<file path="src/rtl/hmac_pkg.sv">
// Package for the HMAC-SHA256 engine: round constants, initial hash values,
// front-to-back command type and the back-end state enum. No dependencies.
package hmac_pkg;

  localparam int BlockBytes = 64;

  typedef logic [31:0] word_t;
  typedef logic [255:0] hash_t;

  // Request from front to back: one byte, a finish marker, or both.
  typedef struct packed {
    logic [7:0] data;
    logic       has_byte;
    logic       eom;
  } cmd_t;

  typedef enum logic [3:0] {
    ST_IDLE,
    ST_KEYIN,
    ST_WAIT,
    ST_PADSEL,
    ST_PAD2,
    ST_OKEY,
    ST_OMSG,
    ST_OUT,
    ST_RUN
  } bk_state_t;

  localparam hash_t ShaIv = {
    32'h6a09e667, 32'hbb67ae85, 32'h3c6ef372, 32'ha54ff53a,
    32'h510e527f, 32'h9b05688c, 32'h1f83d9ab, 32'h5be0cd19
  };

  function automatic word_t round_k(input logic [5:0] t);
    word_t k;
    case (t)
      6'd0: k = 32'h428a2f98; 6'd1: k = 32'h71374491; 6'd2: k = 32'hb5c0fbcf;
      6'd3: k = 32'he9b5dba5; 6'd4: k = 32'h3956c25b; 6'd5: k = 32'h59f111f1;
      6'd6: k = 32'h923f82a4; 6'd7: k = 32'hab1c5ed5; 6'd8: k = 32'hd807aa98;
      6'd9: k = 32'h12835b01; 6'd10: k = 32'h243185be; 6'd11: k = 32'h550c7dc3;
      6'd12: k = 32'h72be5d74; 6'd13: k = 32'h80deb1fe; 6'd14: k = 32'h9bdc06a7;
      6'd15: k = 32'hc19bf174; 6'd16: k = 32'he49b69c1; 6'd17: k = 32'hefbe4786;
      6'd18: k = 32'h0fc19dc6; 6'd19: k = 32'h240ca1cc; 6'd20: k = 32'h2de92c6f;
      6'd21: k = 32'h4a7484aa; 6'd22: k = 32'h5cb0a9dc; 6'd23: k = 32'h76f988da;
      6'd24: k = 32'h983e5152; 6'd25: k = 32'ha831c66d; 6'd26: k = 32'hb00327c8;
      6'd27: k = 32'hbf597fc7; 6'd28: k = 32'hc6e00bf3; 6'd29: k = 32'hd5a79147;
      6'd30: k = 32'h06ca6351; 6'd31: k = 32'h14292967; 6'd32: k = 32'h27b70a85;
      6'd33: k = 32'h2e1b2138; 6'd34: k = 32'h4d2c6dfc; 6'd35: k = 32'h53380d13;
      6'd36: k = 32'h650a7354; 6'd37: k = 32'h766a0abb; 6'd38: k = 32'h81c2c92e;
      6'd39: k = 32'h92722c85; 6'd40: k = 32'ha2bfe8a1; 6'd41: k = 32'ha81a664b;
      6'd42: k = 32'hc24b8b70; 6'd43: k = 32'hc76c51a3; 6'd44: k = 32'hd192e819;
      6'd45: k = 32'hd6990624; 6'd46: k = 32'hf40e3585; 6'd47: k = 32'h106aa070;
      6'd48: k = 32'h19a4c116; 6'd49: k = 32'h1e376c08; 6'd50: k = 32'h2748774c;
      6'd51: k = 32'h34b0bcb5; 6'd52: k = 32'h391c0cb3; 6'd53: k = 32'h4ed8aa4a;
      6'd54: k = 32'h5b9cca4f; 6'd55: k = 32'h682e6ff3; 6'd56: k = 32'h748f82ee;
      6'd57: k = 32'h78a5636f; 6'd58: k = 32'h84c87814; 6'd59: k = 32'h8cc70208;
      6'd60: k = 32'h90befffa; 6'd61: k = 32'ha4506ceb; 6'd62: k = 32'hbef9a3f7;
      default: k = 32'hc67178f2;
    endcase
    return k;
  endfunction

endpackage

</file>
<file path="src/rtl/hmac_front.sv">
// Front end: accepts input requests and buffers them in a short queue.
// Depends on hmac_pkg for the request type.
module hmac_front #(
  parameter int Depth = 4
) (
  input  logic          clk,
  input  logic          rst,
  input  logic          in_valid,
  output logic          in_ready,
  input  hmac_pkg::cmd_t in_cmd,
  output logic          q_valid,
  input  logic          q_pop,
  output hmac_pkg::cmd_t q_cmd
);

  localparam int AW = $clog2(Depth);

  hmac_pkg::cmd_t mem [Depth];
  logic [AW-1:0] wp, rp;
  logic [AW:0]   cnt;
  logic push, pop;

  assign in_ready = (cnt != (AW+1)'(Depth));
  assign q_valid  = (cnt != '0);
  assign push     = in_valid && in_ready;
  assign pop      = q_pop && q_valid;
  assign q_cmd    = mem[rp];

  // Queue pointers and count.
  always_ff @(posedge clk) begin
    if (rst) begin
      wp <= '0; rp <= '0; cnt <= '0;
    end else begin
      if (push) wp <= wp + AW'(1);
      if (pop) rp <= rp + AW'(1);
      cnt <= cnt + (AW+1)'(push) - (AW+1)'(pop);
    end
  end

  always_ff @(posedge clk) begin
    if (push) mem[wp] <= in_cmd;
  end

  a_no_over: assert property (@(posedge clk) disable iff (rst)
    cnt <= (AW+1)'(Depth)) else $error("queue overflow");
  a_pop_val: assert property (@(posedge clk) disable iff (rst) q_pop |-> q_valid)
    else $error("pop from empty queue");
  a_cnt: assert property (@(posedge clk) disable iff (rst)
    (push && !pop) |=> cnt == $past(cnt) + 1'b1) else $error("count slip");

endmodule

</file>
<file path="config.mk">
export PLATFORM = sky130hd
export DESIGN_NAME = hmac_front
export DESIGN_NICKNAME = d
export VERILOG_FILES = /design/src/rtl/hmac_pkg.sv /design/src/rtl/hmac_front.sv
export SDC_FILE = /design/constraint.sdc
export NUM_CORES = 1
export LEC_CHECK = 0
export ABC_CLOCK_PERIOD_IN_PS = 2100
export CAP_MARGIN = 20
export CORE_ASPECT_RATIO = 0.5
export CORE_MARGIN = 2
export CORE_UTILIZATION = 55
export CTS_BUF_LIST = sky130_fd_sc_hd__clkbuf_8
export DETAILED_ROUTE_END_ITERATION = 12
export DONT_BUFFER_PORTS = 1
export GPL_ROUTABILITY_DRIVEN = 0
export PLACE_DENSITY = 0.77
export SETUP_SLACK_MARGIN = 0.3
export SLEW_MARGIN = 10
export SYNTH_ARGS = -nofsm -noshare
export SYNTH_HDL_FRONTEND = slang
export SYNTH_SLANG_ARGS = --single-unit
</file>
<file path="constraint.sdc">
create_clock -name clk -period 2.1 [get_ports clk]
set_input_delay 0.105 -clock clk [delete_from_list [all_inputs] [get_ports clk]]
set_output_delay 0.105 -clock clk [all_outputs]
set_load 0.05 [all_outputs]
</file>
Word-level counts from Yosys, hierarchy flattened
Memory sizes are Yosys's and may differ from the RTL's. A register that Yosys moved wholly into a read port is not among the register bits.
Cells that the tools add are included.
{"block": "totals", "reg_bits": 7, "ramBits": 40, "out_inout_bits": 12, "wordCells": 16, "n_memories": 1}
{"memory": "mem", "depth": 4, "word_bits": 10, "rd": 1, "rd_ports_with_merged_regs": 1, "write_ports": 1, "line_no": "hmac_front.sv:18", "rtl": "hmac_pkg::cmd_t mem [Depth];"}
{"block": "op_classes", "n_addsub": 4, "eq_ne": 1, "mux": 4, "reduce_logical": 3}
{"cell": "$add 2x1->2 const B", "n": 2}
{"cell": "$mux 2", "n": 2}
{"cell": "$add 3x1->3", "n": 1}
{"cell": "$ne 3x3->1 const B", "n": 1}
{"cell": "$reduce_bool 3->1", "n": 1}
{"cell": "$sub 3x1->3", "n": 1}
{"cell": "$logic_and 1x1->1", "n": 2}
{"cell": "$mux 1", "n": 2}

Logic depth before layout (Yosys ltp)
Gate-level depths: netlist of run 1.
{"block": "depth", "depth_word": 4, "mapped_depth": 11}

Worst setup path after synthesis of run 1
Ideal clock, no wire load.
{"block": "synth_path", "path_kind": "register -> register", "startpoint": "reg cnt[1]", "endpoint": "reg cnt[2]", "setup_ns": 0.073, "arrival_time_ns": 2.090, "setup_slack_ns": -0.063, "stages_incl_launch_ff": 12, "path_cell_list": "dfxtp_1 nor2_2 a21boi_4 inv_1 ha_1 inv_1 ha_1 inv_1 fa_1 xor2_1 and2_2 nor3_2"}
{"block": "synth_between", "elab_chain_len": 4, "word_cells_on_any_way": 6, "cone_classes": "2 x add/sub; 1 x eq/ne; 3 x reduce/logical"}
{"item": "start, declared", "line_no": "hmac_front.sv:20", "rtl": "logic [AW:0] cnt;"}
{"item": "start signal, assigned", "line_no": "hmac_front.sv:36", "rtl": "cnt <= cnt + (AW+1)'(push) - (AW+1)'(pop);"}
{"item": "$ne 3x3->1", "line_no": "hmac_front.sv:23", "rtl": "assign in_ready = (cnt != (AW+1)'(Depth));"}
{"item": "$logic_and 1x1->1", "line_no": "hmac_front.sv:25", "rtl": "assign push = in_valid && in_ready;"}
{"item": "$add 3x1->3", "line_no": "hmac_front.sv:36"}
{"item": "$sub 3x1->3 (*)", "line_no": "hmac_front.sv:36"}
Every way passes the cells marked *; elsewhere a longest branch is shown, timed or not.
A chain may end at the register's enable or synchronous reset.

Final worst setup path of run 1
{"block": "layout_path", "startpoint": "reg cnt[1]", "endpoint": "reg cnt[2]"}
{"block": "layout_between", "word_cells_on_any_way": 6, "cone_classes": "2 x add/sub; 1 x eq/ne; 3 x reduce/logical"}
{"item": "$reduce_bool 3->1", "line_no": "hmac_front.sv:24", "rtl": "assign q_valid = (cnt != '0);"}
{"item": "$logic_and 1x1->1", "line_no": "hmac_front.sv:26", "rtl": "assign pop = q_pop && q_valid;"}
{"item": "via pop", "line_no": "hmac_front.sv:21", "rtl": "logic push, pop;"}
{"item": "$sub 3x1->3", "line_no": "hmac_front.sv:36"}
The timed path passes the listed nets, and every way through them passes these cells.

==> key figures, run 1 <==
Timing
  • Sum Neg Setup Slack: 0 ns
  • Final setup vio count: 0
  • Final Max Tran Viols: 0
  • Fin crit share: 0.9421
  • Unrepaired setup endpoints after global routing: true
  • Worst slew margin: 0.6297
  • Worst hold margin: -0.1384 ns
  • Minimum clock period: 1.978 ns
  • Final hold violations: 3
  • Worst Tran Pin Value: 0.5555 ns
  • F_max: 505.5 MHz
  • Setup ws final: 0.1216 ns
  • Clock skew: 0.006519 ns

Worst setup path
  • WP data required: 2.32 ns
  • Worst Setup EP: cnt[2]$_SDFF_PP0_
  • Critical path type: reg -> reg
  • Origin of the worst setup path: cnt[1]$_SDFF_PP0_
  • R2r endpoint: cnt[2]$_SDFF_PP0_
  • Setup crit start kind: flop
  • R2r setup slk: 0.12 ns
  • CP arrival: 2.20 ns
  • CP max FO: 3
  • R2R cell count: 9
  • FF-to-FF Start: cnt[1]$_SDFF_PP0_
  • Crit. End Element: flop

Power and ir drop
  • IR drop worst, VDD: 0.0009063 V
  • Leakage power: 0.0008062 uW
  • PD cells: 1417 nW/um^2

Yosys
  • Mapped Area: 1933 sq um
  • Most common cell in the netlist: edfxtp_1
  • Syn avg cell area: 19.14 sq um
  • Fraction of registers with async set or reset after synthesis: 0
  • Most common library cells after synthesis: edfxtp_1 (40), mux4_2 (10), dfxtp_1 (9)
  • Synth top area share: 0.6214
  • Largest area contributor in the netlist: edfxtp_1
  • Gate Count Post-Synth: 101
  • Number of library cell types mapped by synthesis: 25
  • Ys Warns: 0
  • EDFF count, synth: 40
  • Syn Nets: 122
  • #FFs+latches synth: 49
  • Area contributors post-synth: edfxtp_1 (62%), mux4_2 (12%), dfxtp_1 (9.3%), ha_1 (3.9%), nor2_1 (1.4%)
  • Sequential area share after synthesis: 0.7146
  • Most used flip-flop cell after synthesis: edfxtp_1

Global route
  • GRT Overall Usage: 0.1682
  • Global-route wire length before repair: 4595 microns
  • Largest net degree at the start of global routing: 16
  • Antenna violations before repair: 0
  • Vias in the first global route: 953
  • GR Overflow Total: 0

Die
  • Die Y: 45.92 microns
  • Core Region: 3397 sq um
  • Die width: 87.84 microns
  • Row Count: 15
  • Initial core utilization: 0.5691
  • IO Count: 26
  • Die Footprint: 4034 sq um

Status
  • Failing checks: hold timing
  • Outcome: complete, but fails checks

Final layout
  • Area grow syn2layout: 21.36%
  • Layout cells sized above 1: 0.3306
  • Antenna Cells: 0
  • Fillers: 216
  • Final net count: 144
  • Design Area, Final: 2346 sq um

Clock network
  • CTS max path bufs: 2
  • Clk root buf: clkbuf_8
  • Hold Buf Count CTS: 13
  • CTS tree: yes
  • TritonCTS buffer count: 5
  • H-tree Lvls: 2
  • Reg clk slew, reported paths: 0.08 ns
  • Worst-Skew Late Latency: 0.29 ns
  • Clk sinks: 49

Placement
  • Detail Placement HPWL: 1979 microns
  • Port Buffers: 0
  • Area post-placement: 2026 sq um
  • Dpl ws: 0.05151 ns

Routing
  • Total number of vias: 911
  • Total Routed Length: 2996 microns
  • Number of DRC markers in iteration 0: 24
  • Drt pass-1 iters: 4
  • Post-DRT Antenna Nets: 0
  • Wire per inst: 17.12 microns
  • Vias per cell: 5.206
  • Residual DRC: 0

Flow run
  • Max-Cap Viols: 0

Worst hold path
  • Min-delay worst type: in -> reg
[layout by cell type (no fill, tap or decap), drive strengths merged]
cell type,n
bufinv,2
ha,6
mux2i,1
edfxtp,40
clkinv,1
nor2b,1
dfxtp,9
nand2b,2
mux4,10
clkbuf,5
fa,1
inv,5
xor2,2
nand2,1
xnor2,1
nor2,8
dlygate4sd3,13
o311ai,1
and2,5
buf,5
or3,1
nor3,1
o31a,1
a21boi,1
mux2,1
[routing by layer]
| metal | GRT usage | vias up | wire length (microns) |
|---|---|---|---|
| met5 | 0 | - | 0 |
| met4 | 0.05538 | 0 | 26 |
| met3 | 0.05797 | 4 | 124 |
| met2 | 0.3076 | 20 | 1642 |
| met1 | 0.1911 | 461 | 1203 |
| li1 | - | 426 | - |
[how the worst min path moves through the flow]
stage | from | to | slack [ns] | cells past startpoint
after floorplan | in_cmd[0] | mem[0][0]$_DFFE_PP_ | 0.20 | 0
after global placement | rst | cnt[1]$_SDFF_PP0_ | 0.17 | 1
after detailed placement | rst | cnt[1]$_SDFF_PP0_ | 0.17 | 1
after CTS | rst | cnt[2]$_SDFF_PP0_ | -0.14 | 1
after global routing | rst | cnt[2]$_SDFF_PP0_ | -0.16 | 1
final | rst | cnt[2]$_SDFF_PP0_ | -0.14 | 1
[worst max-delay path, cell delays in order (launching register included)]
cell,delay [ns]
dfxtp_4,0.36
o31a_4,0.36
ha_4,0.21
inv_2,0.06
ha_4,0.12
inv_2,0.03
fa_2,0.35
xor2_2,0.17
and2_4,0.17
nor3_2,0.08
[sequential cells by signal (all words and copies together) (netlist names), named ones only]
signal,count
wp,2
mem,40
cnt,3
rp,2
[kinds of logic (layout without fill, tap and decap cells)]
| kind of cell | Yosys count | in the layout | share of synthesized area |
|---|---|---|---|
| xor+xnor | 3 | 3 | 0.01359 |
| buf+inv | 8 | 31 | 0.02006 |
| flops | 49 | 49 | 0.7146 |
| fa+ha+maj | 7 | 7 | 0.04919 |
| mux | 12 | 12 | 0.1294 |
| compound gates | 3 | 3 | 0.01942 |
| simple gates | 19 | 19 | 0.05373 |
[report_power, final]
part | switching (uW) | internal, uW | leakage [uW]
sequential | 110 | 1220 | 0.000442
combinational | 785 | 450 | 0.000296
clock | 285 | 473 | 0.0000681
total | 1180 | 2140 | 0.000806
[final cells by class]
class                   instances  area (sq um)  area share
clock buffers                   5         68.82     0.02933
clock inverters                 3         65.06     0.02773
inverters                       5         18.77    0.008000
multi-input cells              44         571.8      0.2437
flip-flops and latches         49          1390      0.5925
well taps                      51         63.81     0.02720
repair buffers                 18         167.7     0.07147
[metrics by stage]
step | utilization | total power [uW] | std cells
3_3_place_gp | 0.5963 | 2354 | 151
3_5_place_dp | 0.5963 | 2421 | 151
5_1_grt | 0.6906 | 3468 | 175
4_1_cts | 0.6877 | 3312 | 175
6_report | 0.6906 | 3325 | 175
2_1_floorplan | - | 2281 | 101
[what timing repair did]
action	4_1_cts	5_1_grt
pin swaps	4	2
endpoints found under the hold margin	47	3
endpoints found under the setup margin	2	5
resized for setup	7	2
setup buffers	3	0
No activity file was read; power rests on OpenSTA's default activity.
==> run 2: changes to the inputs <==
Settings changed: CORE_ASPECT_RATIO 0.5 to not set, CORE_UTILIZATION 55 to 50, CTS_CLUSTER_SIZE set to 20, PLACE_DENSITY 0.77 to 0.72.
==> run 2 against run 1 <==
Effect of this change:
- the flow still finishes with violations (hold timing)
- register-to-register slack about the same
- global-route usage decreased by 0.97 points
- power decreased by 7.0%
- fmax decreased by 0.17%
- first-iteration DRC count increased by 100%
- die area increased by 8.6%
- core utilization decreased by 6.0 points
- hold slack improved by 0.0044 ns
- via count increased by 1.3%
- clock power decreased by 33%
- non-clock buffer count increased by 3
==> key figures, run 2 (synthesis gave the netlist of run 1 again) <==
Status
  • Outcome: complete, but fails checks
  • Failing checks: hold timing

Final layout
  • Final net count: 147 (+2.1%)
  • Multi-input gate area: 579.3 sq um (+1.3%)
  • Largest register FFs: 40 (unchanged)
  • Largest Register: mem
  • Most frequent cells in the layout: edfxtp_1 (40), dlygate4sd3_1 (15), mux4_2 (10), nor2_1 (7)
  • Area grow syn2layout: 20.26%
  • Layout cells sized above 1: 0.3071 (-0.02356)
  • Fin util: 0.6303 (-0.06035)
  • Commonest non-fill, non-tap cell in the layout: edfxtp_1
  • Reg area: 1390 sq um (unchanged)
  • Fillers: 273 (+26%)
  • Antenna Cells: 0 (unchanged)
  • Top Registers: mem: 40 flops, cnt: 3 flops

Power and ir drop
  • Leakage power: 0.0007955 uW (-1.3%)
  • IR drop worst, VDD: 0.0005681 V (-37%)
  • PD cells: 1330 nW/um^2 (-6.1%)

Routing
  • Drt pass-1 iters: 4 (unchanged)
  • Total number of vias: 923 (+1.3%)
  • Met2 wire length: 1659 microns (+1.0%)
  • Met1 WL: 1241 microns (+3.2%)
  • Met3 wire len: 109 microns (-12%)
  • Total Routed Length: 3088 microns (+3.1%)
  • Wire per inst: 17.65 microns (+3.1%)
  • Post-DRT Antenna Nets: 0 (unchanged)
  • Max Used Layer: met4
  • Vias per cell: 5.274 (+1.3%)
  • Residual DRC: 0 (unchanged)
  • Number of DRC markers in iteration 0: 48 (+100%)

Timing
  • Setup ws final: 0.1183 ns (-0.003354 ns)
  • Worst hold margin: -0.1339 ns (+0.004443 ns)
  • Final Max Tran Viols: 0 (unchanged)
  • Clock skew: 0.008233 ns (+0.001714 ns)
  • F_max: 504.6 MHz (-0.17%)
  • Final hold violations: 3 (unchanged)
  • Final setup vio count: 0 (unchanged)
  • Fin crit share: 0.9437 (+0.001597)
  • Unrepaired setup endpoints after global routing: true
  • Minimum clock period: 1.982 ns (+0.003354 ns)
  • Worst slew margin: 0.6362 (+0.006545)
  • Worst Tran Pin Value: 0.5457 ns (-0.009818 ns)
  • Sum Neg Setup Slack: 0 ns (unchanged)

Global route
  • Global-route wire length before repair: 4823 microns (+5.0%)
  • Vias in the first global route: 1003 (+5.2%)
  • GR Overflow Total: 0 (unchanged)
  • Largest net degree at the start of global routing: 15 (-1)
  • GRT Overall Usage: 0.1586 (-0.009670)
  • Antenna violations before repair: 0 (unchanged)

Die
  • Die width: 66.18 microns (-25%)
  • IO Count: 26 (unchanged)
  • Die Footprint: 4380 sq um (+8.6%)
  • Die Y: 66.18 microns (+44%)
  • Core Region: 3689 sq um (+8.6%)
  • Row Count: 22 (+7)
  • Initial core utilization: 0.5241 (-0.04498)

Clock network
  • Reg clk slew, reported paths: 0.08 ns (about the same)
  • H-tree Lvls: 2 (unchanged)
  • Worst-Skew Late Latency: 0.30 ns (about the same)
  • CTS tree: yes
  • Hold Buf Count CTS: 15 (+2)
  • Clk root buf: clkbuf_8
  • TritonCTS buffer count: 5 (unchanged)
  • Clk sinks: 49 (unchanged)
  • CTS max path bufs: 2 (unchanged)

Worst hold path
  • Hold depth: 1 (unchanged)
  • Min-delay worst type: in -> reg
  • Hold EP: cnt[2]$_SDFF_PP0_
  • HP Start: rst

Worst setup path
  • CP arrival: 2.17 ns (-0.03 ns)
  • CP max FO: 3 (unchanged)
  • Setup crit start kind: flop
  • Critical path type: reg -> reg
  • R2r setup slk: 0.12 ns (about the same)
  • FF-to-FF Start: cnt[0]$_SDFF_PP0_
  • R2r endpoint: cnt[2]$_SDFF_PP0_
  • WP data required: 2.28 ns (-0.04 ns)
  • Crit. End Element: flop
  • R2R cell count: 9 (unchanged)

Flow run
  • Max-Cap Viols: 0 (unchanged)

Placement
  • Detail Placement HPWL: 1875 microns (-5.3%)
  • Port Buffers: 0 (unchanged)
  • Dpl ws: 0.1119 ns (+0.06037 ns)
## run 2: timing repair
item | in CTS | in global routing
setup buffers | 4 | 0
endpoints found under the setup margin | 2 | 6
pin swaps | 1 | 1
endpoints found under the hold margin | 48 | 3
resized for setup | 5 | 4
## run 2: worst max path at each step
stage                       from                 to  slack (ns)  depth (start not counted)
2_1_floorplan  cnt[1]$_SDFF_PP0_  cnt[2]$_SDFF_PP0_        0.18                         11
3_3_place_gp   cnt[1]$_SDFF_PP0_  cnt[2]$_SDFF_PP0_        0.18                          9
3_5_place_dp   cnt[1]$_SDFF_PP0_  cnt[2]$_SDFF_PP0_        0.11                          9
4_1_cts        cnt[0]$_SDFF_PP0_  cnt[2]$_SDFF_PP0_        0.14                          9
5_1_grt        cnt[0]$_SDFF_PP0_  cnt[2]$_SDFF_PP0_        0.09                          9
6_report       cnt[0]$_SDFF_PP0_  cnt[2]$_SDFF_PP0_        0.12                          9
## run 2: power by group
group / total [uW] / internal [uW] / switching (uW)
clock: 505 / 224 / 280
combinational: 1250 / 455 / 795
sequential: 1340 / 1220 / 116
total: 3090 / 1900 / 1190
## run 2: area by class of cell
cell class / instances / area share
timing repair buffer: 21 / 0.08396
tap: 48 / 0.02583
multi-input combinational: 44 / 0.2492
clock inverter: 3 / 0.005382
inverter: 5 / 0.008073
clock buffer: 5 / 0.02960
sequential: 49 / 0.5980
## run 2: metal layers
| layer | up-vias | track usage |
|---|---|---|
| met5 | - | 0 |
| met4 | 0 | 0.07653 |
| met3 | 7 | 0.03748 |
| met2 | 20 | 0.2713 |
| met1 | 467 | 0.1875 |
| li1 | 429 | - |
## run 2: metrics by stage
| step | instances | total power (uW) | instance area [sq um] |
|---|---|---|---|
| after floorplan | 101 | 2281 | 1967 |
| after global placement | 148 | 2377 | 2022 |
| after detailed placement | 148 | 2414 | 2022 |
| after CTS | 175 | 3061 | 2298 |
| after global routing | 175 | 3238 | 2325 |
| final | 175 | 3093 | 2325 |
## run 2: worst max-delay path: stages (launching register included)
cell,delay (ns)
dfxtp_4,0.36
o31a_4,0.37
ha_4,0.22
inv_2,0.06
ha_4,0.12
inv_2,0.03
fa_2,0.33
xor2_1,0.18
and2_4,0.18
nor3_2,0.03
